File: src/lzw_byte_compressor_unit_macros.svh
// Assertion macros for the LZW compressor.
`ifndef LZW_BYTE_COMPRESSOR_UNIT_MACROS_SVH
`define LZW_BYTE_COMPRESSOR_UNIT_MACROS_SVH

`ifndef NO_ASSERTIONS

`define LZWC_ASSERT_ALWAYS(name, ck, rstn, expr) \
    name: assert property (@(posedge ck) disable iff (!rstn) (expr)) \
        else $error("lzwc assertion failed");

`define LZWC_ASSERT_IMPL(name, ck, rstn, ante, cons) \
    name: assert property (@(posedge ck) disable iff (!rstn) (ante) |-> (cons)) \
        else $error("lzwc assertion failed");

`define LZWC_ASSERT_NEXT(name, ck, rstn, ante, cons) \
    name: assert property (@(posedge ck) disable iff (!rstn) (ante) |=> (cons)) \
        else $error("lzwc assertion failed");

`else

`define LZWC_ASSERT_ALWAYS(name, ck, rstn, expr)
`define LZWC_ASSERT_IMPL(name, ck, rstn, ante, cons)
`define LZWC_ASSERT_NEXT(name, ck, rstn, ante, cons)

`endif

`endif

File: src/lzwc_pkg.sv
package lzwc_pkg;

    localparam int LITERAL_CODES = 256;
    localparam int OUT_CODE_W    = 12;
    localparam int EPOCH_BITS    = 6;

    typedef struct packed {
        logic [7:0] data_byte;
        logic       last_byte;
    } byte_item_t;

    typedef struct packed {
        logic [OUT_CODE_W-1:0] out_code;
        logic                  out_last;
    } code_item_t;

    typedef struct packed {
        logic accept;
        logic probe_next;
        logic resolve;
        logic flush;
        logic clear_write;
    } cmd_t;

    typedef struct packed {
        logic have_prefix;
        logic last;
        logic hit;
        logic vacant;
        logic epoch_end;
        logic sweep_end;
    } sts_t;

endpackage

File: src/lzwc_outq.sv
module lzwc_outq
    import lzwc_pkg::*;
(
    input  logic       clk,
    input  logic       rst_n,
    input  logic       push,
    input  code_item_t push_item,
    output logic       room,
    output logic       valid,
    input  logic       stall,
    output code_item_t item
);

    code_item_t entry_reg [2];
    logic       wr_ptr_reg, wr_ptr_next;
    logic       rd_ptr_reg, rd_ptr_next;
    logic [1:0] count_reg, count_next;
    logic       pop;

    assign valid = (count_reg != 2'd0);
    assign room  = (count_reg != 2'd2);
    assign pop   = valid && !stall;
    assign item  = entry_reg[rd_ptr_reg];

    always_comb
    begin
        wr_ptr_next = push ? !wr_ptr_reg : wr_ptr_reg;
        rd_ptr_next = pop ? !rd_ptr_reg : rd_ptr_reg;
        count_next  = count_reg + {1'b0, push} - {1'b0, pop};
    end

    always_ff @(posedge clk or negedge rst_n)
    begin
        if (!rst_n)
        begin
            wr_ptr_reg <= 1'b0;
            rd_ptr_reg <= 1'b0;
            count_reg  <= 2'd0;
        end
        else
        begin
            wr_ptr_reg <= wr_ptr_next;
            rd_ptr_reg <= rd_ptr_next;
            count_reg  <= count_next;
        end
    end

    always_ff @(posedge clk)
    begin
        if (push)
        begin
            entry_reg[wr_ptr_reg] <= push_item;
        end
    end

endmodule

File: config.mk
export PLATFORM = sky130hd
export DESIGN_NAME = lzwc_outq
export DESIGN_NICKNAME = d
export VERILOG_FILES = /design/src/lzw_byte_compressor_unit_macros.svh /design/src/lzwc_pkg.sv /design/src/lzwc_outq.sv
export SDC_FILE = /design/constraint.sdc
export NUM_CORES = 1
export LEC_CHECK = 0
export BUFFER_PORTS_ARGS = -buffer_cell sky130_fd_sc_hd__clkbuf_2
export CAP_MARGIN = 15
export CORE_ASPECT_RATIO = 0.8
export CORE_UTILIZATION = 53
export CTS_CLUSTER_SIZE = 28
export DETAILED_ROUTE_END_ITERATION = 8
export GPL_TIMING_DRIVEN = 0
export PLACE_DENSITY = 0.91
export SYNTH_ARGS = -nofsm -noshare
export SYNTH_HDL_FRONTEND = slang
export SYNTH_SLANG_ARGS = --single-unit
export TNS_END_PERCENT = 20
File: constraint.sdc
create_clock -name clk -period 2.9 [get_ports clk]
set_clock_uncertainty 0.15 [all_clocks]
set_input_delay 0 -clock clk [delete_from_list [all_inputs] [get_ports clk]]
set_output_delay 0 -clock clk [all_outputs]
set_load 0.02 [all_outputs]
==> results.ini <==
[sta]
fin_setup_tns_ns = 0
worstMarginPinSlew_ns = 0.614
setup_violations = 0
slew_headroom_pct = 59.1
rsz0062_at_grt = false
whs_ns = 0.259
final_hold_viol_count = 0
layout_min_cycle_time_ns = 1.87
post-route-period-util_pct = 64.4
final-max-slew-violation-count = 0
max_freq_ghz = 0.536

[global_route]
antenna_found_initial = 0
grt_pass1_vias = 706
grt_pass1_wl_mm = 3.06
grt_usage_pct = 20.2
overflow = 0
grt_max_degree = 14

[drt]
routed.top_layer = met4
vias = 659
wl_mm = 1.90
final_antenna_net_count = 0
routed_via_density = 4.74
dr.pass1.iters = 4
wirelength_met1_microns = 813
drt_iter0_drc = 11
dr_wl_met2_microns = 952
wl_met3_microns = 96
drc = 0
wire_per_inst_microns = 13.7

[synth]
synth_top_cells_by_area = edfxtp_1 68%, mux2_2 13%, dfrtp_1 8.8%
syn_area_sq_um = 1140
netlist.top_cell.by_area = edfxtp_1
synth_cell_types = 13
synth-main-ff-cell = edfxtp_1
synth_edf_count = 26
ys_warn_count = 0
syn_avg_cell_area_sq_um = 19.7
synth_seq_cells = 30
yosysSeqAreaShare_pct = 77.3
syn_inst = 58
async_reset_ff_share_pct = 13.3
yosysMostFrequentCell = edfxtp_1
netlist.area_leader.share_pct = 68.5
syn_nets = 77
synth_commonest_cells = 26 x edfxtp_1, 13 x mux2_2, 4 x dfrtp_1

[clock_network]
numCtsBuffers = 5
cts_resized = 0
path_clk_slew_ns = 0.08
cts_tree = yes
clock_path_buffers = 2
post_cts_buffers = 0
ctsHoldBuffers = 17
root_buffer = clkbuf_4
worst_skew_pair.late_latency_ns = 0.31
cts_sinks = 30
htreeDepth = 2

[place]
portBuffers = 31
place_area_sq_um = 1330
place_congestion = 0.645
dp_hpwl_mm = 1.21

[setup_path]
critPathKind = flop to flop
cp-end-kind = flop
rrSetupSlack_ns = 1.03
critPathMaxFanout = 4
critPathMaxStageDelay_ns = 0.42
critPathLaunch = count_reg[1]
worstSetupStartpointType = flop
path_depth = 7
r2r_start = count_reg[1]
r2r_end = count_reg[1]
worst_r2r_path_depth = 7
crit_end = count_reg[1]
cp.required_ns = 2.97
cp_slowest_cell = dfrtp_1
critPathTopFamily = adder cells
crit_chain = o21bai_1 > inv_1 > ha_1 > inv_1 > ha_1 > xnor2_1 > xnor2_1
timing.critical_path.buf_inv = 2
arrival_ns = 1.94

[layout]
multi_input_area_sq_um = 236
fillers = 110
insertedDiodeCount = 0
layout.nets = 133
largest_reg_flops = 26
synthToLayoutAreaGrowth_pct = 37.1
seqCellArea_sq_um = 881
final_area_sq_um = 1560
drive_gt1_share_pct = 47.0

[power_and_ir_drop]
leakagePower_nw = 0.643
vdd_drop_max_mv = 0.550
p_total_mw = 1.40
p_per_area_nw_per_um2 = 896

[floorplanning]
die-height_microns = 43.5
core_area_sq_um = 1940
ios = 32
die_area_sq_um = 2340
rows = 14
start_util_pct = 58.6
die_w_microns = 53.9

[run]
drv_cap = 0

[run_status]
outcome = finished clean

[min_path]
hold_path_class = primary input to flop

[where the power goes]
part	switching, mW	internal (mW)
combinational	0.294	0.232
clock	0.128	0.117
sequential	0.0456	0.583
total	0.468	0.932
[worst min-delay path by stage]
stage / from / endpoint / slack, ns / depth (start not counted)
global route: push_item[10] / entry_reg[1][10] / 0.25 / 2
CTS: push_item[4] / entry_reg[0][4] / 0.25 / 2
floorplan: rst_n / count_reg[0] / -0.45 / 0
finish: push_item[3] / entry_reg[1][3] / 0.26 / 2
detailed placement: rst_n / count_reg[0] / -0.33 / 1
global placement: rst_n / count_reg[0] / -0.34 / 1
[per-layer routing]
layer | vias to the layer above | global-route usage [%]
met5 | - | 0
met4 | 0 | 11.6
met3 | 4 | 6.67
met2 | 23 | 31.6
met1 | 301 | 24.4
li1 | 331 | -
[cells in the final DEF, fill, tap and decap left out, drive strengths merged, types with 2 or more instances in the layout]
cell,instances
buf,2
clkbuf,38
dfrtp,4
dlygate4sd3,17
edfxtp,26
ha,2
inv,3
mux2,13
xnor2,3
[cell families after synthesis]
| kind of cell | after synthesis | share of synthesized area (%) |
|---|---|---|
| DFF | 30 | 77.3 |
| muxes | 13 | 12.8 |
| xor gates and xnor gates | 4 | 3.07 |
| buffers and inverters | 4 | 1.98 |
| and+or+nand+nor | 4 | 1.98 |
| adders and majority gates | 2 | 2.20 |
| AOI/OAI and AO/OA | 1 | 0.659 |
[layout make-up]
class	instances	share of cell area [%]
Inverter	3	0.721
Tap cell	24	1.92
Clock buffer	7	3.52
Multi-Input combinational cell	24	15.1
Sequential cell	30	56.4
Clock inverter	1	0.320
Buffer	1	0.721
Timing Repair Buffer	49	21.3
[metrics by stage]
step	setup slack [ns]	util, %	cells
floorplan	1.28	-	58
global placement	1.09	68.1	113
detailed placement	1.05	68.1	113
CTS	1.03	80.0	138
global route	0.923	80.4	139
finish	1.03	80.4	139
[worst reg2reg max path, delay by kind of cell, from the launching register on]
kind	cells	cell delay, ns
AO/OA/AOI/OAI	1	0.28
XOR/XNOR	2	0.34
adder cells (fa/ha/maj)	2	0.46
buffers and inverters	2	0.12
flip-flops	1	0.42
Note: power is estimated with default switching activity, not from simulation.
