<file path="src/lzw_byte_compressor_unit_macros.svh">
// Assertion macros for the LZW compressor.
`ifndef LZW_BYTE_COMPRESSOR_UNIT_MACROS_SVH
`define LZW_BYTE_COMPRESSOR_UNIT_MACROS_SVH

`ifndef NO_ASSERTIONS

`define LZWC_ASSERT_ALWAYS(name, ck, rstn, expr) \
    name: assert property (@(posedge ck) disable iff (!rstn) (expr)) \
        else $error("lzwc assertion failed");

`define LZWC_ASSERT_IMPL(name, ck, rstn, ante, cons) \
    name: assert property (@(posedge ck) disable iff (!rstn) (ante) |-> (cons)) \
        else $error("lzwc assertion failed");

`define LZWC_ASSERT_NEXT(name, ck, rstn, ante, cons) \
    name: assert property (@(posedge ck) disable iff (!rstn) (ante) |=> (cons)) \
        else $error("lzwc assertion failed");

`else

`define LZWC_ASSERT_ALWAYS(name, ck, rstn, expr)
`define LZWC_ASSERT_IMPL(name, ck, rstn, ante, cons)
`define LZWC_ASSERT_NEXT(name, ck, rstn, ante, cons)

`endif

`endif

</file>
<file path="src/lzwc_pkg.sv">
package lzwc_pkg;

    localparam int LITERAL_CODES = 256;
    localparam int OUT_CODE_W    = 12;
    localparam int EPOCH_BITS    = 6;

    typedef struct packed {
        logic [7:0] data_byte;
        logic       last_byte;
    } byte_item_t;

    typedef struct packed {
        logic [OUT_CODE_W-1:0] out_code;
        logic                  out_last;
    } code_item_t;

    typedef struct packed {
        logic accept;
        logic probe_next;
        logic resolve;
        logic flush;
        logic clear_write;
    } cmd_t;

    typedef struct packed {
        logic have_prefix;
        logic last;
        logic hit;
        logic vacant;
        logic epoch_end;
        logic sweep_end;
    } sts_t;

endpackage

</file>
<file path="src/lzwc_ctrl.sv">
module lzwc_ctrl
    import lzwc_pkg::*;
(
    input  logic clk,
    input  logic rst_n,
    input  logic valid,
    input  logic last_byte,
    input  logic queue_room,
    input  sts_t sts,
    output logic stall,
    output cmd_t cmd
);

    typedef enum logic [1:0] {
        ST_CLEAR,
        ST_IDLE,
        ST_LOOK,
        ST_FLUSH
    } state_t;

    state_t state_reg, state_next;
    logic   stall_reg;

    always_comb
    begin
        cmd        = '0;
        state_next = state_reg;
        case (state_reg)
            ST_CLEAR:
            begin
                cmd.clear_write = 1'b1;
                if (sts.sweep_end)
                begin
                    state_next = ST_IDLE;
                end
            end
            ST_IDLE:
            begin
                if (valid)
                begin
                    cmd.accept = 1'b1;
                    if (!sts.have_prefix)
                    begin
                        state_next = last_byte ? ST_FLUSH : ST_IDLE;
                    end
                    else
                    begin
                        state_next = ST_LOOK;
                    end
                end
            end
            ST_LOOK:
            begin
                if (sts.hit || (sts.vacant && queue_room))
                begin
                    cmd.resolve = 1'b1;
                    state_next  = sts.last ? ST_FLUSH : ST_IDLE;
                end
                else if (!sts.vacant)
                begin
                    cmd.probe_next = 1'b1;
                end
            end
            ST_FLUSH:
            begin
                if (queue_room)
                begin
                    cmd.flush  = 1'b1;
                    state_next = sts.epoch_end ? ST_CLEAR : ST_IDLE;
                end
            end
            default:
            begin
                state_next = ST_CLEAR;
            end
        endcase
    end

    always_ff @(posedge clk or negedge rst_n)
    begin
        if (!rst_n)
        begin
            state_reg <= ST_CLEAR;
            stall_reg <= 1'b1;
        end
        else
        begin
            state_reg <= state_next;
            stall_reg <= (state_next != ST_IDLE);
        end
    end

    assign stall = stall_reg;

endmodule

</file>
<file path="config.mk">
export PLATFORM = sky130hd
export DESIGN_NAME = lzwc_ctrl
export DESIGN_NICKNAME = d
export VERILOG_FILES = /design/src/lzw_byte_compressor_unit_macros.svh /design/src/lzwc_pkg.sv /design/src/lzwc_ctrl.sv
export SDC_FILE = /design/constraint.sdc
export NUM_CORES = 1
export LEC_CHECK = 0
export ABC_AREA = 1
export BUFFER_PORTS_ARGS = -buffer_cell sky130_fd_sc_hd__buf_4
export CAP_MARGIN = 0
export CORE_AREA = 2 2 39 41
export CTS_CLUSTER_DIAMETER = 30
export CTS_CLUSTER_SIZE = 14
export DETAILED_ROUTE_END_ITERATION = 12
export DIE_AREA = 0 0 41 43
export GPL_TIMING_DRIVEN = 0
export SLEW_MARGIN = 30
export SYNTH_ARGS = -nofsm -noshare
export SYNTH_HDL_FRONTEND = slang
export SYNTH_SLANG_ARGS = --single-unit
</file>
<file path="constraint.sdc">
create_clock -name clk -period 1.1 [get_ports clk]
set_input_delay 0.22 -clock clk [delete_from_list [all_inputs] [get_ports clk]]
set_output_delay 0.22 -clock clk [all_outputs]
set_load 0.005 [all_outputs]
</file>
==> results of run 1 <==
[cell usage in the layout, fill, tap and decap left out, drive strengths merged]
master,n
inv,9
nand3,3
dfstp,1
nand4,1
clkbuf,4
dlygate4sd3,1
dfrtp,2
nand2,14
nor2,4
buf,21
nor4,1
or2,1
[power groups by stage]
stage	clock network, W	registers, W	logic (W)
global placement	0	0.000247	0.000397
floorplan	0	0.000237	0.000231
global route	0.000211	0.000248	0.000809
detailed placement	0	0.000248	0.000401
finish	0.000188	0.000241	0.000730
CTS	0.000198	0.000235	0.000649
[cells by family (layout without fill, tap and decap cells)]
family                 count (synthesis)  in the layout  share of synthesized area [%]
and+or+nand+nor                       24             24                          51.65
DFF                                    3              3                          33.52
buffers and inverters                  9             35                          14.83
[metrics by stage]
step	cell area, um^2	utilization (%)
2_1_floorplan	227.7	-
3_3_place_gp	367.9	26.58
3_5_place_dp	367.9	26.58
4_1_cts	476.7	34.45
5_1_grt	514.2	37.16
6_report	514.2	37.16
[layer usage]
layer / GRT usage [%] / up-vias
li1: - / 160
met1: 6.494 / 131
met2: 14.69 / 7
met3: 1.571 / 0
met4: 8.000 / 0
met5: 0 / -
[path summary, 6_finish.rpt]
kind | cells past startpoint | end | slack [ns]
worst max register to register | 6 | stall | 0.03
worst min-delay path | 2 | state_reg[1] | 0.31
worst min register to register | 3 | state_reg[0] | 0.68
worst max-delay path | 4 | cmd[4] | -0.14
max in group asynchronous | 2 | stall | 0.60
min in group clk | 3 | state_reg[0] | 0.33
[timing repair]
| action | in CTS | in global routing |
|---|---|---|
| pin swaps | 5 | 3 |
| hold endpoints to repair | 3 | 0 |
| gates resized for setup | 12 | 6 |
| endpoints found under the setup margin | 5 | 6 |
| setup buffers | 4 | 1 |
| cloned | 0 | 0 |
| hold buffers | 1 | 0 |
[final cells by class]
type | count | area, um^2 | share of cell area (%)
Inverter | 9 | 33.78 | 6.569
Multi-Input combinational cell | 24 | 173.9 | 33.82
Sequential cell | 3 | 77.57 | 15.09
Timing Repair Buffer | 22 | 182.7 | 35.52
Tap cell | 16 | 20.02 | 3.893
Clock buffer | 4 | 26.28 | 5.109
[critical path, delay by kind of cell (launching register included)]
kind | cells | cell delay (ns)
and+or+nand+nor | 2 | 0.14
buffers and inverters | 2 | 0.24
DFF | 1 | 0.43
==> out/metrics.csv, run 1 <==
stage,metric,value,unit
clock_tree,cts_buffers,3,
yosys,synth.most_common_cell,nand2_1,
detailed_routing,drc,0,
yosys,netlist_area,227.7,um^2
final_layout,insertedDiodeCount,0,
timing,fin_crit,1.244,ns
power_and_ir_drop,p_total,0.001160,W
timing,hold_ws,0.3144,ns
place,placed_cells_incl_taps,68,
place,hpwl,456.3,um
timing,rsz0062_at_grt,yes,
yosys,synth.avg_cell_area,6.326,um^2
place,io_buffers,16,
place,dp_slack,-0.04180,ns
critical_path,crit_path_top_delay_cell,dfrtp_2,
detailed_routing,drt-total-wl,597,um
power_and_ir_drop,p_int,0.0007113,W
critical_path,startpoint_type,flip-flop,
timing,fin_tns_setup,-0.6156,ns
die,die_area,1763,um^2
yosys,async_reset_ff_share,100.0,%
die,die_x,41,um
clock_tree,h-tree-depth,1,
critical_path,crit_top_cell,buf_6,
final_layout,instances_no_fill,78,
detailed_routing,routed_via_density,3.821,
detailed_routing,wl_met1,197,um
grt,grt_first_pass_wirelength,945,um
critical_path,worstPathCellList,buf_6 > nand2_4 > nor2_4 > buf_6,
grt,antenna_found_initial,0,
outcome,outcome,finished with violations,
yosys,synth_ff_type,dfrtp_1,
timing,fin_skew,0.001673,ns
power_and_ir_drop,p_per_area,2255,nW/um^2
yosys,ys_seq_elements,3,
power_and_ir_drop,switching_power,0.0004484,W
final_layout,nNetsFinal,74,
yosys,yosysWarnings,0,
timing,finalCritPeriodShare,113.1,%
die,die_y,43,um
final_layout,drive_above_1_share,61.29,%
yosys,ys_seq_area_share,33.52,%
timing,finalWorstSetupSlack,-0.1441,ns
critical_path,worstPathMaxFanout,5,
timing,maxSlewViolCount,0,
detailed_routing,wl_per_cell,7.654,um
detailed_routing,first_iter_violations,3,
yosys,synthDistinctLibCells,12,
power_and_ir_drop,switching_share,38.67,%
yosys,synthTopCellsByCount,"13 x nand2_1, 8 x inv_1, 3 x nand3_1, 3 x nor2_1, 2 x dfrtp_1",
place,gp_congestion,0.6832,
outcome,violations,negative setup slack,
yosys,ys_top_cells_by_area,"dfrtp_1 22%, nand2_1 21%, inv_1 13%",
final_layout,areaGrowthSynthToFinish,125.8,%
power_and_ir_drop,p_leak,0.2828,nW
final_layout,largest_reg_flops,2,
detailed_routing,route.met3.wl,39,um
grt,gr-total-overflow,0,
timing,relSlewSlack,87.87,%
critical_path,path_class,flip-flop to output pin,
clock_tree,cts_tree,done,
critical_path,rr_startpoint,state_reg[0],
critical_path,cp.arrival,1.02,ns
clock_tree,clk_path_buf_depth,2,
power_and_ir_drop,vdd_drop_max,714.3,uV
flow_run,cap_viol_max_count,0,
detailed_routing,vias,298,
detailed_routing,wl_met2,359,um
critical_path,required,0.88,ns
yosys,yosysTopAreaCellShare,21.98,%
detailed_routing,postRouteAntennaNets,0,
grt,grt_max_degree,6,
die,num_io_pins,17,
timing,setup_viol,5,
final_layout,fillers,143,
clock_tree,cts.clk_slew.worst_paths,0.04,ns
yosys,synth_enable_flop_cells,0,
critical_path,slowest_delay,0.43,ns
die,core_region_area,1384,um^2
die,start_util,16.46,%
power_and_ir_drop,pwr-share-comb,63.0,%
critical_path,cp-startpoint,state_reg[0],
yosys,yosysTopAreaCell,dfrtp_1,
detailed_routing,drt_pre_antenna_iters,4,
grt,grt_pass1_vias,289,
yosys,netlist_instances,36,
yosys,synth_nets,47,
clock_tree,clk_latency,0.23,ns
timing,hold_violations,0,
critical_path,critPathCaptureType,output pin,
grt,globalRouteTotalUtil,8.258,%
clock_tree,cts_sinks,3,
timing,tightest_slew,0.1806,ns
timing,max_freq,803.8,MHz
clock_tree,root_buffer,clkbuf_4,
power_and_ir_drop,pwr-share-seq,20.8,%
worst_hold_path,holdCritPathClass,input pin to async pin,
detailed_routing,top_layer,met3,
die,placementRows,14,
power_and_ir_drop,pwr-share-clk,16.2,%
No activity file was read; power rests on OpenSTA's default activity.
==> inputs of run 2 (changes only) <==
--- a/config.mk
+++ b/config.mk
@@ -13,6 +13,7 @@
 export CTS_CLUSTER_SIZE = 14
 export DETAILED_ROUTE_END_ITERATION = 12
 export DIE_AREA = 0 0 41 43
+export GPL_ROUTABILITY_DRIVEN = 0
 export GPL_TIMING_DRIVEN = 0
 export SLEW_MARGIN = 30
 export SYNTH_ARGS = -nofsm -noshare
==> constraint.sdc (replaced) <==
create_clock -name clk -period 1.2 [get_ports clk]
set_input_delay 0.24 -clock clk [delete_from_list [all_inputs] [get_ports clk]]
set_output_delay 0.24 -clock clk [all_outputs]
set_load 0.005 [all_outputs]
==> run 2 against run 1 <==
  * The flow still finishes with violations (negative setup slack)
  * Worst setup slack gained 0.082 ns
  * Register-to-register slack improved by 0.09 ns
  * Largest power group unchanged
  * Highest routed layer unchanged
  * First-iteration DRC count rose by 33%
  * Power shrank 13%
  * Combinational power decreased by 16%
  * Design area decreased by 3.6%
  * Die area unchanged
  * Critical endpoint unchanged
==> out/metrics.csv, run 2 (synthesis gave the netlist of run 1 again) <==
stage,metric,value,unit
power_and_ir_drop,pwr-share-comb,61.0,%
timing,fin_skew,0.001673,ns
timing,setup_viol,5,
power_and_ir_drop,vdd_drop_max,647.4,uV
place,placed_cells_incl_taps,68,
worst_hold_path,holdPathEnd,state_reg[0],
final_layout,nNetsFinal,74,
final_layout,instances_no_fill,78,
critical_path,path_class,flip-flop to output pin,
clock_tree,cts.clk_slew.worst_paths,0.03,ns
critical_path,rr_worst_depth,6,
power_and_ir_drop,switching_share,38.09,%
clock_tree,cts_buffers,3,
detailed_routing,wl_per_cell,7.603,um
power_and_ir_drop,switching_power,0.0003840,W
timing,max_freq,792.1,MHz
clock_tree,cts_tree,done,
final_layout,layout_commonest_cell,buf_4,
grt,grt_first_pass_wirelength,945,um
final_layout,insertedDiodeCount,0,
final_layout,multi_input_comb_area,155.1,um^2
power_and_ir_drop,p_int,0.0006241,W
power_and_ir_drop,p_per_area,2035,nW/um^2
final_layout,final_cell_mix,"17 x buf_4, 12 x nand2_1, 7 x inv_1",
final_layout,seqCellArea,77.57,um^2
detailed_routing,postRouteAntennaNets,0,
timing,fin_tns_setup,-0.2134,ns
detailed_routing,drt_pre_antenna_iters,4,
critical_path,critPathCaptureType,output pin,
timing,finalWorstSetupSlack,-0.06254,ns
grt,globalRouteTotalUtil,8.258,%
clock_tree,cts_sinks,3,
die,num_io_pins,17,
outcome,outcome,finished with violations,
critical_path,r2r-end,stall,
final_layout,drive_above_1_share,56.45,%
clock_tree,clk_path_buf_depth,2,
clock_tree,root_buffer,clkbuf_4,
critical_path,r2r_slack,0.12,ns
worst_hold_path,min_path_cells,3,
final_layout,areaGrowthSynthToFinish,117.6,%
final_layout,final_cell_area,495.5,um^2
timing,maxSlewViolCount,0,
die,placementRows,14,
clock_tree,clk_latency,0.23,ns
critical_path,cp.arrival,1.02,ns
die,start_util,16.46,%
outcome,violations,negative setup slack,
final_layout,largest_reg_flops,2,
grt,grt_pass1_vias,289,
place,hpwl,456.3,um
place,place_area,367.9,um^2
detailed_routing,drt-total-wl,593,um
clock_tree,h-tree-depth,1,
timing,tightest_slew,0.1806,ns
detailed_routing,routed_via_density,3.808,
die,die_x,41,um
critical_path,required,0.96,ns
detailed_routing,drc,0,
place,io_buffers,16,
power_and_ir_drop,pwr-share-clk,17.1,%
place,dp_slack,0.03820,ns
worst_hold_path,holdCritPathClass,input pin to flip-flop,
critical_path,startpoint_type,flip-flop,
final_layout,utilization,35.80,%
timing,relSlewSlack,87.87,%
grt,gr-total-overflow,0,
power_and_ir_drop,pwr-share-seq,22.0,%
final_layout,fillers,148,
timing,rsz0062_at_grt,yes,
grt,antenna_found_initial,0,
flow_run,cap_viol_max_count,0,
critical_path,worstPathMaxFanout,5,
die,die_area,1763,um^2
timing,hold_violations,0,
detailed_routing,first_iter_violations,4,
worst_hold_path,min_from,sts[0],
grt,grt_max_degree,6,
die,die_y,43,um
die,core_region_area,1384,um^2
power_and_ir_drop,p_leak,0.2764,nW
timing,fin_crit,1.263,ns
critical_path,rr_startpoint,state_reg[0],
timing,finalCritPeriodShare,105.2,%
detailed_routing,vias,297,
==> run 2: worst max path at each step <==
stage,from,endpoint,slack (ns)
global route,state_reg[0],cmd[2],-0.11
finish,state_reg[0],cmd[4],-0.06
global placement,state_reg[1],cmd[3],0.03
floorplan,state_reg[1],cmd[3],0.20
detailed placement,state_reg[1],cmd[3],0.04
CTS,state_reg[0],cmd[4],-0.06
==> run 2: critical path: stages, from the launching register on <==
cell and delay [ns]:
dfrtp_2 0.43, buf_6 0.14, nand2_4 0.05, nor2_4 0.08, buf_6 0.10
==> run 2: power groups by stage <==
stage / Sequential, W / Clock [W] / Combinational, W
CTS: 0.000215 / 0.000182 / 0.000595
floorplan: 0.000217 / 0 / 0.000212
detailed placement: 0.000227 / 0 / 0.000367
global placement: 0.000226 / 0 / 0.000364
finish: 0.000221 / 0.000172 / 0.000615
global route: 0.000228 / 0.000193 / 0.000682
==> run 2: metal layers <==
layer / GRT usage [%] / wire [um] / vias up
li1: - / - / 160
met1: 6.494 / 200 / 130
met2: 14.69 / 352 / 7
met3: 1.571 / 39 / 0
met4: 8.000 / 0 / 0
met5: 0 / 0 / -
==> run 2: repair_timing <==
item	4_1_cts	5_1_grt
setup buffers	4	1
endpoints found under the setup margin	5	5
gates resized for setup	12	2
endpoints found under the hold margin	3	0
pin swaps	5	1
hold buffers	1	0
==> run 2: area by class of cell <==
type	count	share of cell area, %
clock buffer	4	5.303
inverter	9	6.818
multi-input combinational	24	31.31
sequential	3	15.66
tap	16	4.040
timing repair buffer	22	36.87
==> run 2: metrics by stage <==
| step | hold WS (ns) | power, W |
|---|---|---|
| global placement | 0.03000 | 0.0005904 |
| CTS | 0.3154 | 0.0009915 |
| global route | 0.3250 | 0.001103 |
| detailed placement | 0.03141 | 0.0005946 |
| floorplan | -0.05559 | 0.0004291 |
| finish | 0.3195 | 0.001008 |
==> inputs of run 3 (changes only) <==
--- a/config.mk
+++ b/config.mk
@@ -15,6 +15,7 @@
 export DIE_AREA = 0 0 41 43
 export GPL_ROUTABILITY_DRIVEN = 0
 export GPL_TIMING_DRIVEN = 0
+export REMOVE_ABC_BUFFERS = 1
 export SLEW_MARGIN = 30
 export SYNTH_ARGS = -nofsm -noshare
 export SYNTH_HDL_FRONTEND = slang
==> constraint.sdc (replaced) <==
create_clock -name clk -period 1.4 [get_ports clk]
set_input_delay 0.28 -clock clk [delete_from_list [all_inputs] [get_ports clk]]
set_output_delay 0.28 -clock clk [all_outputs]
set_load 0.005 [all_outputs]
==> run 3 against run 2 <==
  * The flow now finishes without violations
  * Sequential cell count stayed put
  * Combinational power is 32% lower
  * Wire length is 6.4% lower
  * Global-route usage is 0.91 points lower
  * Power is 26% lower
  * Clock power is 14% lower
  * Clock skew hardly changed
  * Sequential share of layout area is 1.8 points higher
  * Utilization is 3.6 points lower
  * Design area is 10% lower
  * First-iteration DRC count is 25% lower
  * Highest routed layer unchanged
==> out/metrics.csv, run 3 (synthesis gave the netlist of run 1 again) <==
stage,metric,value,unit
critical_path,rr_startpoint,state_reg[0],
place,dp_slack,0.1982,ns
power_and_ir_drop,p_int,0.0004671,W
critical_path,rr_worst_depth,7,
die,placementRows,14,
timing,fin_crit,1.339,ns
critical_path,path_class,flip-flop to output pin,
final_layout,insertedDiodeCount,0,
flow_run,cap_viol_max_count,0,
critical_path,required,1.12,ns
timing,maxSlewViolCount,0,
detailed_routing,vias,284,
timing,fin_skew,0.001675,ns
worst_hold_path,holdCritPathClass,input pin to flip-flop,
power_and_ir_drop,p_per_area,1681,nW/um^2
detailed_routing,drt_pre_antenna_iters,4,
detailed_routing,postRouteAntennaNets,0,
clock_tree,cts_tree,done,
clock_tree,cts_sinks,3,
grt,globalRouteTotalUtil,7.351,%
power_and_ir_drop,p_total,0.0007490,W
detailed_routing,drc,0,
final_layout,areaGrowthSynthToFinish,95.60,%
power_and_ir_drop,pwr-share-seq,24.6,%
die,start_util,16.46,%
grt,gr-total-overflow,0,
detailed_routing,first_iter_violations,3,
timing,relSlewSlack,87.87,%
die,num_io_pins,17,
timing,fin_tns_setup,0,ns
worst_hold_path,holdPathEnd,state_reg[0],
timing,hold_violations,0,
timing,setup_viol,0,
timing,tightest_slew,0.1806,ns
critical_path,r2r_slack,0.36,ns
timing,max_freq,746.9,MHz
power_and_ir_drop,pwr-share-comb,55.6,%
timing,rsz0062_at_grt,no,
critical_path,startpoint_type,flip-flop,
power_and_ir_drop,vdd_drop_max,441.9,uV
grt,grt_max_degree,6,
clock_tree,h-tree-depth,1,
critical_path,cp.arrival,1.06,ns
grt,antenna_found_initial,0,
clock_tree,root_buffer,clkbuf_4,
outcome,outcome,finished clean,
worst_hold_path,min_path_cells,3,
place,io_buffers,16,
power_and_ir_drop,switching_power,0.0002818,W
die,core_region_area,1384,um^2
clock_tree,cts.clk_slew.worst_paths,0.03,ns
timing,finalCritPeriodShare,95.63,%
die,die_y,43,um
final_layout,largest_reg_flops,2,
critical_path,r2r-end,state_reg[1],
timing,hold_ws,0.3600,ns
die,die_x,41,um
grt,grt_first_pass_wirelength,841,um
power_and_ir_drop,p_leak,0.2517,nW
power_and_ir_drop,switching_share,37.63,%
grt,grt_pass1_vias,271,
detailed_routing,routed_via_density,3.737,
final_layout,nNetsFinal,72,
clock_tree,cts_buffers,3,
detailed_routing,drt-total-wl,555,um
clock_tree,clk_latency,0.23,ns
final_layout,layout_commonest_cell,buf_4,
timing,finalWorstSetupSlack,0.06118,ns
final_layout,drive_above_1_share,51.67,%
worst_hold_path,min_from,sts[0],
place,hpwl,456.3,um
detailed_routing,wl_per_cell,7.303,um
die,die_area,1763,um^2
final_layout,final_cell_mix,"19 x buf_4, 13 x nand2_1, 7 x inv_1",
critical_path,critPathCaptureType,output pin,
power_and_ir_drop,pwr-share-clk,19.7,%
clock_tree,clk_path_buf_depth,2,
critical_path,worstPathMaxFanout,5,
[run 3: how the worst max path moves through the flow]
stage,cells after the start,endpoint,start
after floorplan,2,cmd[3],state_reg[1]
after global placement,3,cmd[3],state_reg[1]
after detailed placement,3,cmd[3],state_reg[1]
after CTS,2,cmd[3],state_reg[0]
after global routing,4,cmd[1],state_reg[0]
final,4,cmd[1],state_reg[0]
[run 3: area by class of cell]
class                      count  area, um^2
clock buffer                   4       26.28
fill                         154       938.4
inverter                       9       33.78
multi-input combinational     24       135.1
sequential                     3       77.57
tap                           16       20.02
timing repair buffer          20       152.6
[run 3: worst max-delay path: stages, from the launching register on]
cell,delay [ns]
dfrtp_2,0.43
buf_4,0.15
nand2_1,0.08
nor2_1,0.04
buf_4,0.12
[run 3: power by group through the flow]
stage	Sequential [W]	Clock [W]	Combinational, W
2_1_floorplan	0.000186	0	0.000182
4_1_cts	0.000176	0.000156	0.000406
6_report	0.000184	0.000148	0.000417
3_3_place_gp	0.000194	0	0.000312
5_1_grt	0.000190	0.000166	0.000467
3_5_place_dp	0.000195	0	0.000315
[run 3: per-layer routing]
| metal | part of all wire (%) | GRT usage, % | up-vias |
|---|---|---|---|
| li1 | - | - | 154 |
| met1 | 33 | 5.195 | 123 |
| met2 | 59 | 13.13 | 7 |
| met3 | 7.0 | 1.571 | 0 |
| met4 | 0 | 8.000 | 0 |
| met5 | 0 | 0 | - |
[run 3: per-stage QoR]
stage	utilization, %	cell area (um^2)	std cells
detailed placement	26.58	367.9	68
floorplan	-	227.7	36
global route	32.19	445.4	76
finish	32.19	445.4	76
CTS	31.37	434.2	76
global placement	26.58	367.9	68
[run 3: repair_timing]
item                                   4_1_cts  5_1_grt
endpoints found under the hold margin        3        0
hold buffers                                 1        0
setup endpoints to repair                    1        2
gates resized for setup                      2        3
pin swaps                                    0        1
setup buffers                                3        0
